File: src/sv/assert_macros.svh
// Assertion macros shared by the deframer RTL.
// Define ASSERT_OFF to compile every assertion away.
`ifndef ASSERT_MACROS_SVH
`define ASSERT_MACROS_SVH

`ifndef ASSERT_OFF

`define ASSERT_IMPLIES(label, clk, rst_n, ante, cons) \
  label: assert property (@(posedge clk) disable iff (!rst_n) (ante) |-> (cons)) \
    else $error("assertion failed");

`define ASSERT_NEXT(label, clk, rst_n, ante, cons) \
  label: assert property (@(posedge clk) disable iff (!rst_n) (ante) |=> (cons)) \
    else $error("assertion failed");

`else

`define ASSERT_IMPLIES(label, clk, rst_n, ante, cons)

`define ASSERT_NEXT(label, clk, rst_n, ante, cons)

`endif

`endif

File: src/sv/sfd_pkg.sv
// Types and constants of the serial frame deframer.
// Used by sfd_parser and the top level; depends on nothing.
`default_nettype none

package sfd_pkg;

  localparam int unsigned ByteW = 8;
  localparam int unsigned CfgIdxW = 2;

  localparam logic [ByteW-1:0] StartMarkerRst = 8'hAA;
  localparam logic [ByteW-1:0] EndMarkerRst = 8'hBB;
  localparam logic [ByteW-1:0] MaxPayloadRst = 8'hFF;

  localparam logic [CfgIdxW-1:0] RegStartMarker = 2'd0;
  localparam logic [CfgIdxW-1:0] RegEndMarker = 2'd1;
  localparam logic [CfgIdxW-1:0] RegMaxPayload = 2'd2;

  typedef enum logic [2:0] {
    KindNone   = 3'd0,
    KindHeader = 3'd1,
    KindData   = 3'd2,
    KindAccept = 3'd3,
    KindReject = 3'd4
  } kind_e;

  typedef enum logic [5:0] {
    PhIdle    = 6'b000001,
    PhLen     = 6'b000010,
    PhId      = 6'b000100,
    PhPayload = 6'b001000,
    PhCheck   = 6'b010000,
    PhEnd     = 6'b100000
  } phase_e;

  typedef struct packed {
    logic [ByteW-1:0] start_marker;
    logic [ByteW-1:0] end_marker;
    logic [ByteW-1:0] max_payload;
  } cfg_t;

  typedef struct packed {
    kind_e            kind;
    logic [ByteW-1:0] frame_id;
    logic [ByteW-1:0] frame_length;
    logic [ByteW-1:0] payload_pos;
    logic [ByteW-1:0] data_byte;
  } res_t;

endpackage

`default_nettype wire

File: src/sv/sfd_parser.sv
// Frame parser: holds the frame state and forms the result of one byte.
// Depends on sfd_pkg.
`default_nettype none

module sfd_parser (
  input  wire logic                    clk_i,
  input  wire logic                    rst_ni,
  input  wire logic                    step_i,
  input  wire logic [sfd_pkg::ByteW-1:0] byte_i,
  input  wire sfd_pkg::cfg_t           cfg_i,
  output sfd_pkg::res_t                res_o
);

  sfd_pkg::phase_e phase_q, phase_d;
  logic [sfd_pkg::ByteW-1:0] count_q, count_d;
  logic [sfd_pkg::ByteW-1:0] len_q, len_d;
  logic [sfd_pkg::ByteW-1:0] id_q, id_d;
  logic [sfd_pkg::ByteW-1:0] xor_q, xor_d;
  logic [sfd_pkg::ByteW-1:0] chk_q, chk_d;
  logic [sfd_pkg::ByteW-1:0] count_inc;

  assign count_inc = count_q + 8'd1;

  always_comb begin
    phase_d = phase_q;
    count_d = count_q;
    len_d   = len_q;
    id_d    = id_q;
    xor_d   = xor_q;
    chk_d   = chk_q;
    res_o   = '{kind: sfd_pkg::KindNone, default: '0};
    if (byte_i == cfg_i.start_marker) begin
      phase_d = sfd_pkg::PhLen;
      count_d = '0;
      len_d   = '0;
      id_d    = '0;
      xor_d   = '0;
      chk_d   = '0;
    end else begin
      unique case (phase_q)
        sfd_pkg::PhLen: begin
          len_d = byte_i;
          xor_d = byte_i;
          if (byte_i > cfg_i.max_payload) begin
            phase_d            = sfd_pkg::PhIdle;
            res_o.kind         = sfd_pkg::KindReject;
            res_o.frame_length = byte_i;
          end else begin
            phase_d = sfd_pkg::PhId;
          end
        end
        sfd_pkg::PhId: begin
          id_d               = byte_i;
          xor_d              = xor_q ^ byte_i;
          count_d            = '0;
          phase_d            = (len_q == '0) ? sfd_pkg::PhCheck : sfd_pkg::PhPayload;
          res_o.kind         = sfd_pkg::KindHeader;
          res_o.frame_length = len_q;
          res_o.frame_id     = byte_i;
        end
        sfd_pkg::PhPayload: begin
          xor_d   = xor_q ^ byte_i;
          count_d = count_inc;
          if (count_inc >= len_q) begin
            phase_d = sfd_pkg::PhCheck;
          end
          res_o.kind         = sfd_pkg::KindData;
          res_o.data_byte    = byte_i;
          res_o.payload_pos  = count_q;
          res_o.frame_length = len_q;
          res_o.frame_id     = id_q;
        end
        sfd_pkg::PhCheck: begin
          chk_d   = byte_i;
          phase_d = sfd_pkg::PhEnd;
        end
        sfd_pkg::PhEnd: begin
          phase_d = sfd_pkg::PhIdle;
          if ((chk_q == xor_q) && (byte_i == cfg_i.end_marker)) begin
            res_o.kind = sfd_pkg::KindAccept;
          end else begin
            res_o.kind = sfd_pkg::KindReject;
          end
          res_o.frame_length = len_q;
          res_o.frame_id     = id_q;
        end
        default: begin
          phase_d = sfd_pkg::PhIdle;
        end
      endcase
    end
  end

  always_ff @(posedge clk_i or negedge rst_ni) begin
    if (!rst_ni) begin
      phase_q <= sfd_pkg::PhIdle;
      count_q <= '0;
      len_q   <= '0;
      id_q    <= '0;
      xor_q   <= '0;
      chk_q   <= '0;
    end else if (step_i) begin
      phase_q <= phase_d;
      count_q <= count_d;
      len_q   <= len_d;
      id_q    <= id_d;
      xor_q   <= xor_d;
      chk_q   <= chk_d;
    end
  end

endmodule

`default_nettype wire

File: src/sv/serial_frame_deframer_xor_check.sv
// Serial frame deframer with XOR checksum check.
// Holds the input and result registers and the configuration registers.
// Depends on sfd_pkg, sfd_parser and assert_macros.svh.
//
// Bytes from a serial receiver enter on the s_axis channel, one per beat.
// Each byte yields exactly one result beat on the m_axis channel: tuser
// carries the kind (nothing, header, payload byte, accepted, rejected) and
// tdata carries the payload byte, its position, the frame length and id.
// A frame is start marker, length, id, payload, XOR checksum, end marker.
// The configuration channel writes the start marker (index 0), the end
// marker (index 1) and the largest payload length (index 2); other indexes
// are ignored. Writes are always taken.
// An input beat passes through the input register and then the result
// register before its result beat appears. The block takes one byte per
// clock as long as the result channel keeps up; the parse state update is
// a single short step per byte.
// When the receiver stalls, the result stays in the result register and one
// more byte waits in the input register before s_axis_tready drops.
// Reset empties both registers, loads the default markers and maximum, and
// makes the parser wait for a start marker.
`default_nettype none

module serial_frame_deframer_xor_check (
  input  wire logic                        clk_i,
  input  wire logic                        rst_ni,
  input  wire logic                        s_axis_tvalid,
  output logic                             s_axis_tready,
  input  wire logic [7:0]                  s_axis_tdata,   // rx_byte
  output logic                             m_axis_tvalid,
  input  wire logic                        m_axis_tready,
  output logic [31:0]                      m_axis_tdata,   // data_byte, payload_pos,
                                                           // frame_length, frame_id
  output logic [2:0]                       m_axis_tuser,   // kind
  input  wire logic                        cfg_valid_i,
  output logic                             cfg_ready_o,
  input  wire logic [sfd_pkg::CfgIdxW-1:0] cfg_index_i,
  input  wire logic [7:0]                  cfg_data_i
);

  `include "assert_macros.svh"

  sfd_pkg::cfg_t cfg_q;
  logic          in_valid_q;
  logic [7:0]    in_byte_q;
  logic          out_valid_q;
  sfd_pkg::res_t out_q;
  sfd_pkg::res_t res;
  logic          out_free;
  logic          step;

  assign cfg_ready_o = 1'b1;

  always_ff @(posedge clk_i or negedge rst_ni) begin
    if (!rst_ni) begin
      cfg_q.start_marker <= sfd_pkg::StartMarkerRst;
      cfg_q.end_marker   <= sfd_pkg::EndMarkerRst;
      cfg_q.max_payload  <= sfd_pkg::MaxPayloadRst;
    end else if (cfg_valid_i) begin
      unique case (cfg_index_i)
        sfd_pkg::RegStartMarker: cfg_q.start_marker <= cfg_data_i;
        sfd_pkg::RegEndMarker:   cfg_q.end_marker   <= cfg_data_i;
        sfd_pkg::RegMaxPayload:  cfg_q.max_payload  <= cfg_data_i;
        default: ;
      endcase
    end
  end

  assign out_free      = !out_valid_q || m_axis_tready;
  assign step          = in_valid_q && out_free;
  assign s_axis_tready = !in_valid_q || out_free;

  always_ff @(posedge clk_i or negedge rst_ni) begin
    if (!rst_ni) begin
      in_valid_q <= 1'b0;
    end else if (s_axis_tready) begin
      in_valid_q <= s_axis_tvalid;
    end
  end

  always_ff @(posedge clk_i) begin
    if (s_axis_tready && s_axis_tvalid) begin
      in_byte_q <= s_axis_tdata;
    end
  end

  sfd_parser u_parser (
    .clk_i  (clk_i),
    .rst_ni (rst_ni),
    .step_i (step),
    .byte_i (in_byte_q),
    .cfg_i  (cfg_q),
    .res_o  (res)
  );

  always_ff @(posedge clk_i or negedge rst_ni) begin
    if (!rst_ni) begin
      out_valid_q <= 1'b0;
    end else if (out_free) begin
      out_valid_q <= in_valid_q;
    end
  end

  always_ff @(posedge clk_i) begin
    if (step) begin
      out_q <= res;
    end
  end

  assign m_axis_tvalid = out_valid_q;
  assign m_axis_tuser  = out_q.kind;
  assign m_axis_tdata  = {out_q.frame_id, out_q.frame_length, out_q.payload_pos,
                          out_q.data_byte};

  `ASSERT_IMPLIES(a_full_blocks_input, clk_i, rst_ni,
                  in_valid_q && out_valid_q && !m_axis_tready, !s_axis_tready)
  `ASSERT_IMPLIES(a_none_is_zero, clk_i, rst_ni,
                  m_axis_tvalid && (m_axis_tuser == sfd_pkg::KindNone), m_axis_tdata == '0)
  `ASSERT_IMPLIES(a_data_only_payload, clk_i, rst_ni,
                  m_axis_tvalid && (m_axis_tuser != sfd_pkg::KindData),
                  m_axis_tdata[15:0] == '0)
  `ASSERT_IMPLIES(a_pos_in_frame, clk_i, rst_ni,
                  m_axis_tvalid && (m_axis_tuser == sfd_pkg::KindData),
                  m_axis_tdata[15:8] < m_axis_tdata[23:16])

endmodule

`default_nettype wire

File: config.mk
export PLATFORM = sky130hd
export DESIGN_NAME = serial_frame_deframer_xor_check
export DESIGN_NICKNAME = d
export VERILOG_FILES = /design/src/sv/sfd_pkg.sv /design/src/sv/sfd_parser.sv /design/src/sv/serial_frame_deframer_xor_check.sv
export VERILOG_INCLUDE_DIRS = /design/src /design/src/sv
export SDC_FILE = /design/constraint.sdc
export NUM_CORES = 1
export LEC_CHECK = 0
export BUFFER_PORTS_ARGS = -buffer_cell sky130_fd_sc_hd__clkbuf_2
export CAP_MARGIN = 30
export CORE_ASPECT_RATIO = 1.2
export CORE_MARGIN = 2
export CORE_UTILIZATION = 66
export CTS_BUF_LIST = sky130_fd_sc_hd__clkbuf_2
export DETAILED_ROUTE_END_ITERATION = 8
export HOLD_SLACK_MARGIN = 0.05
export PLACE_DENSITY = 0.84
export SETUP_SLACK_MARGIN = 0.2
export SLEW_MARGIN = 20
export SYNTH_ARGS = -nofsm -noshare
export SYNTH_HDL_FRONTEND = slang
export SYNTH_SLANG_ARGS = --single-unit
File: constraint.sdc
create_clock -name clk_i -period 5.6 [get_ports clk_i]
set_input_delay 0.28 -clock clk_i [delete_from_list [all_inputs] [get_ports clk_i]]
set_output_delay 0.28 -clock clk_i [all_outputs]
set_load 0.01 [all_outputs]
==> metrics.cfg, run 1 <==
[yosys]
yosys.area.top_type=dfrtp_1
synthTopCellsByCount=dfrtp_1 (53), edfxtp_1 (43), inv_1 (33)
syn-num-nets=526
syn_inst=486
ys_warn_count=0
synthTopCellsByArea=dfrtp_1 (23%), edfxtp_1 (22%), dfstp_2 (8.6%)
ys_seq_elements=115
synth_edf_count=43
synth_async_sr_flop_share_pct=62.6
synth_area_sq_um=5780
synth_ff_type=dfrtp_1
synth_top_area_share_pct=22.9
seq_area_frac_synth_pct=53.9
synth.distinct_cells=65
yosysMostFrequentCell=dfrtp_1
postSynthAreaPerCell_sq_um=11.9

[setup_path]
cp_num_buf_inv=0
cpPeakStageDelay_ns=0.69
r2r-start=u_parser.count_q[0]
required_ns=6.16
startpoint_type=flop
path_max_fanout=6
arrival_ns=3.65
path_depth=10
cp-startpoint=u_parser.count_q[0]
cp-end-kind=flop
reg2regPathDepth=10
critPathKind=flop to flop
crit_path_cell_trace=ha_1, and3_1, nand3_1, xnor2_1, ha_1, and3_1, nand3_1, o32ai_1, nor2_1, a2111oi_0
critPathTopFamily=compound AO/OA/AOI/OAI gates
crit_slowest_cell=o32ai_1

[timing]
period_needed_ns=3.09
max_freq_mhz=324
post-route-period-util_pct=55.1
grt_setup_unrepaired=no
finalHoldViolCount=0
fin_hold_ws_ns=0.142
maxSlewViolCount=0
slew_headroom_pct=49.0
skew_ns=0.0245
tightest_slew_ns=0.764
finalSetupViolCount=0
fin_tns_setup_ns=0

[final_layout]
drive_above_1_share_pct=26.2
diodes=0
multi_input_area_sq_um=2380
final_cells=694
finish.instance_area_sq_um=6610
num-fill-cells=567
fin_nets=604
area_growth_pct=14.4
register_area_sq_um=3120

[routing]
drt-vias-per-instance=6.18
wl_per_cell_um=18.4
wirelength_um=12800
vias=4291
dr.pass1.iters=5
drt_iter0_markers=407
ant_nets=0
drc=0

[power_and_ir_drop]
ir_worst_vdd_uv=212
pwr_density_cell_nw_per_um2=298
total_power_w=0.00197
seq_power_share_pct=53.9
switching_share_pct=27.9
p_sw_w=0.000551
p_leak_nw=2.89
pwr-share-comb_pct=15.6
clockPowerShare_pct=30.5
p_int_w=0.00142

[floorplan]
rows=37
die_y_um=107
die_x_um=89.4
io_pins=61
core_area_sq_um=8560
dieArea_sq_um=9520
start_util_pct=67.5

[grt]
grt_pass1_vias=4158
grt_pass1_wl_um=20400
overflow=0
grt_start_max_net_pins=73
grt_usage_pct=29.0
antenna_found_initial=0

[place]
dp_hpwl_um=8450
gp_congestion=0.896
place_area_sq_um=6100
io_buffer_count=59
placed_cells=638

[clock_network]
cts_sinks=115
h-tree-depth=4
cts_root_buf=clkbuf_2
cts_tree=yes
cts_buffer_depth=2
insertion_delay_ns=0.67
cts_made_buffers=17
cts_setup_buffers=0
cts.reportedPaths.clkPinSlew_ns=0.18

[job]
maxCapViolations=0

[hold_path]
hold_class=input pin to asynchronous set/reset pin

[outcome]
status=finished, final reports clean

==> worst reg2reg max path, delay by kind of cell, from the launching register on <==
kind,cells,cell delay [ns]
flip-flops,1,0.50
AO/OA/AOI/OAI,2,1.10
adder cells (fa/ha/maj),2,0.56
XOR/XNOR,1,0.16
AND/OR/NAND/NOR,5,0.67
==> metal layers <==
layer | global-route usage (%) | wire [um] | part of all wire [%]
met5 | 0 | 0 | 0
met4 | 12.8 | 444 | 3.5
met3 | 6.60 | 799 | 6.3
met2 | 46.3 | 6300 | 49
met1 | 37.4 | 5230 | 41
==> layout by cell type (no fill, tap or decap), types with 5 or more instances in the layout <==
cell,count
edfxtp_1,43
a31oi_1,9
a21o_1,5
o22ai_1,9
nor2_1,23
nand4_1,13
dfrtp_1,53
ha_1,17
and2_1,18
nand2b_1,11
clkbuf_2,77
nand2_1,19
nand3_1,6
a22oi_1,8
xnor2_1,20
xor2_1,11
dfstp_2,19
a22o_1,21
dlygate4sd3_1,23
a32oi_1,8
mux2_2,25
o32ai_1,9
inv_1,32
a21oi_1,7
o21ai_0,10
==> repair_timing <==
item | CTS | global route
endpoints found under the setup margin | 0 | 0
hold endpoints to repair | 87 | 0
resized for setup | 0 | 0
hold buffers | 23 | 0
==> power by group through the flow <==
stage | Combinational [W] | Clock (W) | Sequential [W]
3_5_place_dp | 0.000287 | 0 | 0.00108
2_1_floorplan | 0.000212 | 0 | 0.00105
3_3_place_gp | 0.000275 | 0 | 0.00107
4_1_cts | 0.000306 | 0.000612 | 0.00106
5_1_grt | 0.000340 | 0.000645 | 0.00108
6_report | 0.000308 | 0.000601 | 0.00106
==> through the flow <==
| step | worst slack, ns | utilization, % |
|---|---|---|
| 2_1_floorplan | 3.10 | - |
| 3_3_place_gp | 2.58 | 71.0 |
| 3_5_place_dp | 2.57 | 71.2 |
| 4_1_cts | 2.52 | 76.9 |
| 5_1_grt | 2.33 | 77.2 |
| 6_report | 2.51 | 77.2 |
==> final cells by class <==
| cell class | instances | area share (%) |
|---|---|---|
| clock buffer | 19 | 1.44 |
| inverter | 33 | 1.87 |
| multi-input combinational | 310 | 36.0 |
| tap | 117 | 2.22 |
| sequential | 115 | 47.2 |
| clock inverter | 13 | 2.52 |
| timing repair buffer | 87 | 8.82 |
==> cells by family (layout without fill, tap and decap cells) <==
group	after synthesis	in the layout	share of synthesized area, %
adders and majority gates	17	17	3.68
AOI/OAI and AO/OA	104	104	14.1
xor gates and xnor gates	31	31	4.70
and+or+nand+nor	132	132	13.7
other	1	1	0.0649
muxes	25	25	4.87
DFF	115	115	53.9
buffers and inverters	61	152	4.94
==> state kept, by name, indices dropped and copies added, names as in the netlist <==
name and cells:
in_byte_q 8, u_parser.phase_q 6, m_axis_tvalid 1, u_parser.chk_q 8, cfg_q 24, u_parser.len_q 8
u_parser.count_q 8, u_parser.xor_q 8, m_axis_tuser 3, u_parser.id_q 8, m_axis_tdata 32, in_valid_q 1
==> final timing paths <==
path                       slack (ns)                   to
setup / recovery                 2.51  u_parser.phase_q[0]
hold / removal                   0.14            cfg_q[22]
setup reg to reg                 2.51  u_parser.phase_q[0]
hold reg to reg                  0.53     u_parser.id_q[0]
max in group asynchronous        4.86             cfg_q[5]
min in group clk_i               0.26             cfg_q[2]
Note: power is estimated with default switching activity, not from simulation.
==> inputs of run 2 (changes only) <==
CORE_UTILIZATION = 61   (was 66)
PLACE_DENSITY = 0.78   (was 0.84)
clock period = 2.9 ns   (was 5.6 ns; I/O delays follow)
==> metrics.cfg, run 2 (synthesis results as in run 1) <==
[grt]
antenna_found_initial=0  ; unchanged
grt_usage_pct=28.1  ; -0.87 points
grt_pass1_vias=4477  ; +7.7%
gr-usage-met3_pct=6.62  ; +0.017 points
grt_util_met1_pct=33.9  ; -3.5 points
grt_pass1_wl_um=22100  ; +8.5%
overflow=0  ; unchanged
busiest_layer=met2
grt_start_max_net_pins=46  ; -37%
gr-usage-met2_pct=47.5  ; +1.1 points

[setup_path]
cp-end-kind=flop
r2r_end=u_parser.phase_q[4]
critPathKind=flop to flop
r2r-start=u_parser.count_q[1]
reg2regPathDepth=10  ; unchanged
worstSetupEndpoint=u_parser.phase_q[4]
startpoint_type=flop
cp-startpoint=u_parser.count_q[1]
required_ns=3.45  ; -2.71 ns
path_max_fanout=6  ; unchanged
arrival_ns=3.16  ; -0.49 ns
reg2reg_slack_ns=0.29  ; -2.22 ns

[timing]
grt_setup_unrepaired=no
skew_ns=0.0268  ; +0.00234 ns
finalSetupViolCount=0  ; unchanged
finalHoldViolCount=0  ; unchanged
post-route-period-util_pct=89.9  ; +35 points
max_freq_mhz=384  ; +18%
period_needed_ns=2.61  ; -0.481 ns
tightest_slew_ns=0.694  ; -0.0705 ns
slew_headroom_pct=53.1  ; +4.1 points
fin_hold_ws_ns=0.200  ; +0.0584 ns
maxSlewViolCount=0  ; unchanged

[routing]
dr.pass1.iters=5  ; unchanged
wirelength_um=13500  ; +5.9%
drt_iter0_markers=426  ; +4.7%
ant_nets=0  ; unchanged
drc=0  ; unchanged
drt-vias-per-instance=6.13  ; -0.84%
wl_per_cell_um=18.9  ; +2.5%
vias=4396  ; +2.4%

[power_and_ir_drop]
switching_share_pct=30.0  ; +2.0 points
p_int_w=0.00243  ; +71%
pwr-share-comb_pct=18.9  ; +3.3 points
p_sw_w=0.00104  ; +89%
ir_worst_vdd_uv=365  ; +72%
clockPowerShare_pct=22.5  ; -8.0 points
seq_power_share_pct=58.6  ; +4.7 points
p_leak_nw=2.97  ; +2.6%
pwr_density_cell_nw_per_um2=512  ; +71%
total_power_w=0.00347  ; +76%

[place]
dp_hpwl_um=9020  ; +6.8%
io_buffer_count=59  ; unchanged
place_area_sq_um=6220  ; +2.0%
gp_congestion=0.918  ; +2.4%
placed_cells=653  ; +2.4%

[floorplan]
die_y_um=111  ; +3.9%
rows=38  ; +2.7%
core_area_sq_um=9130  ; +6.6%
start_util_pct=63.3  ; -4.2 points
dieArea_sq_um=10300  ; +7.9%
io_pins=61  ; unchanged
die_x_um=92.9  ; +3.8%

[clock_network]
cts.reportedPaths.clkPinSlew_ns=0.17  ; about the same
cts_made_buffers=17  ; unchanged
cts_root_buf=clkbuf_2
insertion_delay_ns=0.65  ; -0.02 ns
cts_tree=yes
cts_buffer_depth=2  ; unchanged
h-tree-depth=4  ; unchanged
cts_sinks=115  ; unchanged

[final_layout]
finish.instance_area_sq_um=6780  ; +2.6%
final_common_cell=clkbuf_2
final_cell_mix=clkbuf_2 (80), dfrtp_1 (53), edfxtp_1 (43), inv_1 (32)
fin_nets=624  ; +3.3%
largest_register_ffs=32  ; unchanged
final_cells=717  ; +3.3%
diodes=0  ; unchanged
area_growth_pct=17.3
drive_above_1_share_pct=29.8  ; +3.6 points
fin_util_pct=74.3  ; -2.9 points

[hold_path]
holdPathStages=2
hold_class=input pin to flop

[job]
maxCapViolations=0  ; unchanged

[outcome]
status=finished, final reports clean

==> run 2: cell types whose count changed in the layout (fill, tap and decap cells not counted), moves of 2 or more <==
cell           previous run  this run
clkinv_2                  2         6
buf_12                    1         3
dlygate4sd3_1            23        25
clkbuf_2                 77        80
clkinvlp_4                2         0
buf_4                     3        20
bufinv_16                 4         0
==> run 2: timing repair <==
action | in CTS | in global routing
endpoints found under the setup margin | 4 | 8
hold buffers | 25 | 0
buffers inserted | 3 | 4
pin swaps | 1 | 6
hold endpoints to repair | 110 | 0
resized for setup | 2 | 14
==> run 2: power groups by stage <==
stage          clock network (W)  registers, W  logic [W]
6_report                0.000782       0.00203   0.000655
2_1_floorplan                  0       0.00204   0.000409
5_1_grt                 0.000871       0.00206   0.000720
3_5_place_dp                   0       0.00207   0.000599
4_1_cts                 0.000788       0.00203   0.000636
3_3_place_gp                   0       0.00206   0.000568
==> run 2: per-stage QoR <==
| step | TNS [ns] | setup slack (ns) |
|---|---|---|
| 5_1_grt | 0 | 0.165 |
| 3_3_place_gp | 0 | 0.183 |
| 3_5_place_dp | -0.00412 | -0.00412 |
| 4_1_cts | 0 | 0.169 |
| 6_report | 0 | 0.294 |
| 2_1_floorplan | 0 | 0.402 |
==> run 2: layout make-up <==
cell class                 instances  area [sq um]
tap                              120           150
clock buffer                      22           110
inverter                          33           124
fill                             643          2350
timing repair buffer             107           756
sequential                       115          3120
multi-input combinational        310          2480
clock inverter                    10          45.0
==> run 2: worst max-delay path: stages (launching register included) <==
cell	delay (ns)
dfrtp_1	0.48
ha_4	0.19
and3_4	0.20
nand3_1	0.12
xnor2_2	0.17
ha_1	0.29
a21o_1	0.19
a2111oi_4	0.34
o32ai_4	0.18
and3_1	0.20
a21o_1	0.15
==> run 2: worst min path at each step <==
stage / start / slack, ns / to
finish: s_axis_tdata[4] / 0.20 / in_byte_q[4]
global placement: rst_ni / 0.19 / cfg_q[16]
floorplan: rst_ni / -0.15 / cfg_q[10]
detailed placement: rst_ni / 0.20 / cfg_q[16]
CTS: s_axis_tdata[4] / 0.17 / in_byte_q[4]
global route: s_axis_tdata[4] / 0.14 / in_byte_q[4]
==> run 2: per-layer routing <==
metal | vias up | part of all wire, % | wire, um
met3 | 31 | 6.3 | 853
li1 | 1997 | - | -
met1 | 2163 | 37 | 5060
met5 | - | 0 | 0
met4 | 0 | 2.5 | 340
met2 | 205 | 54 | 7280
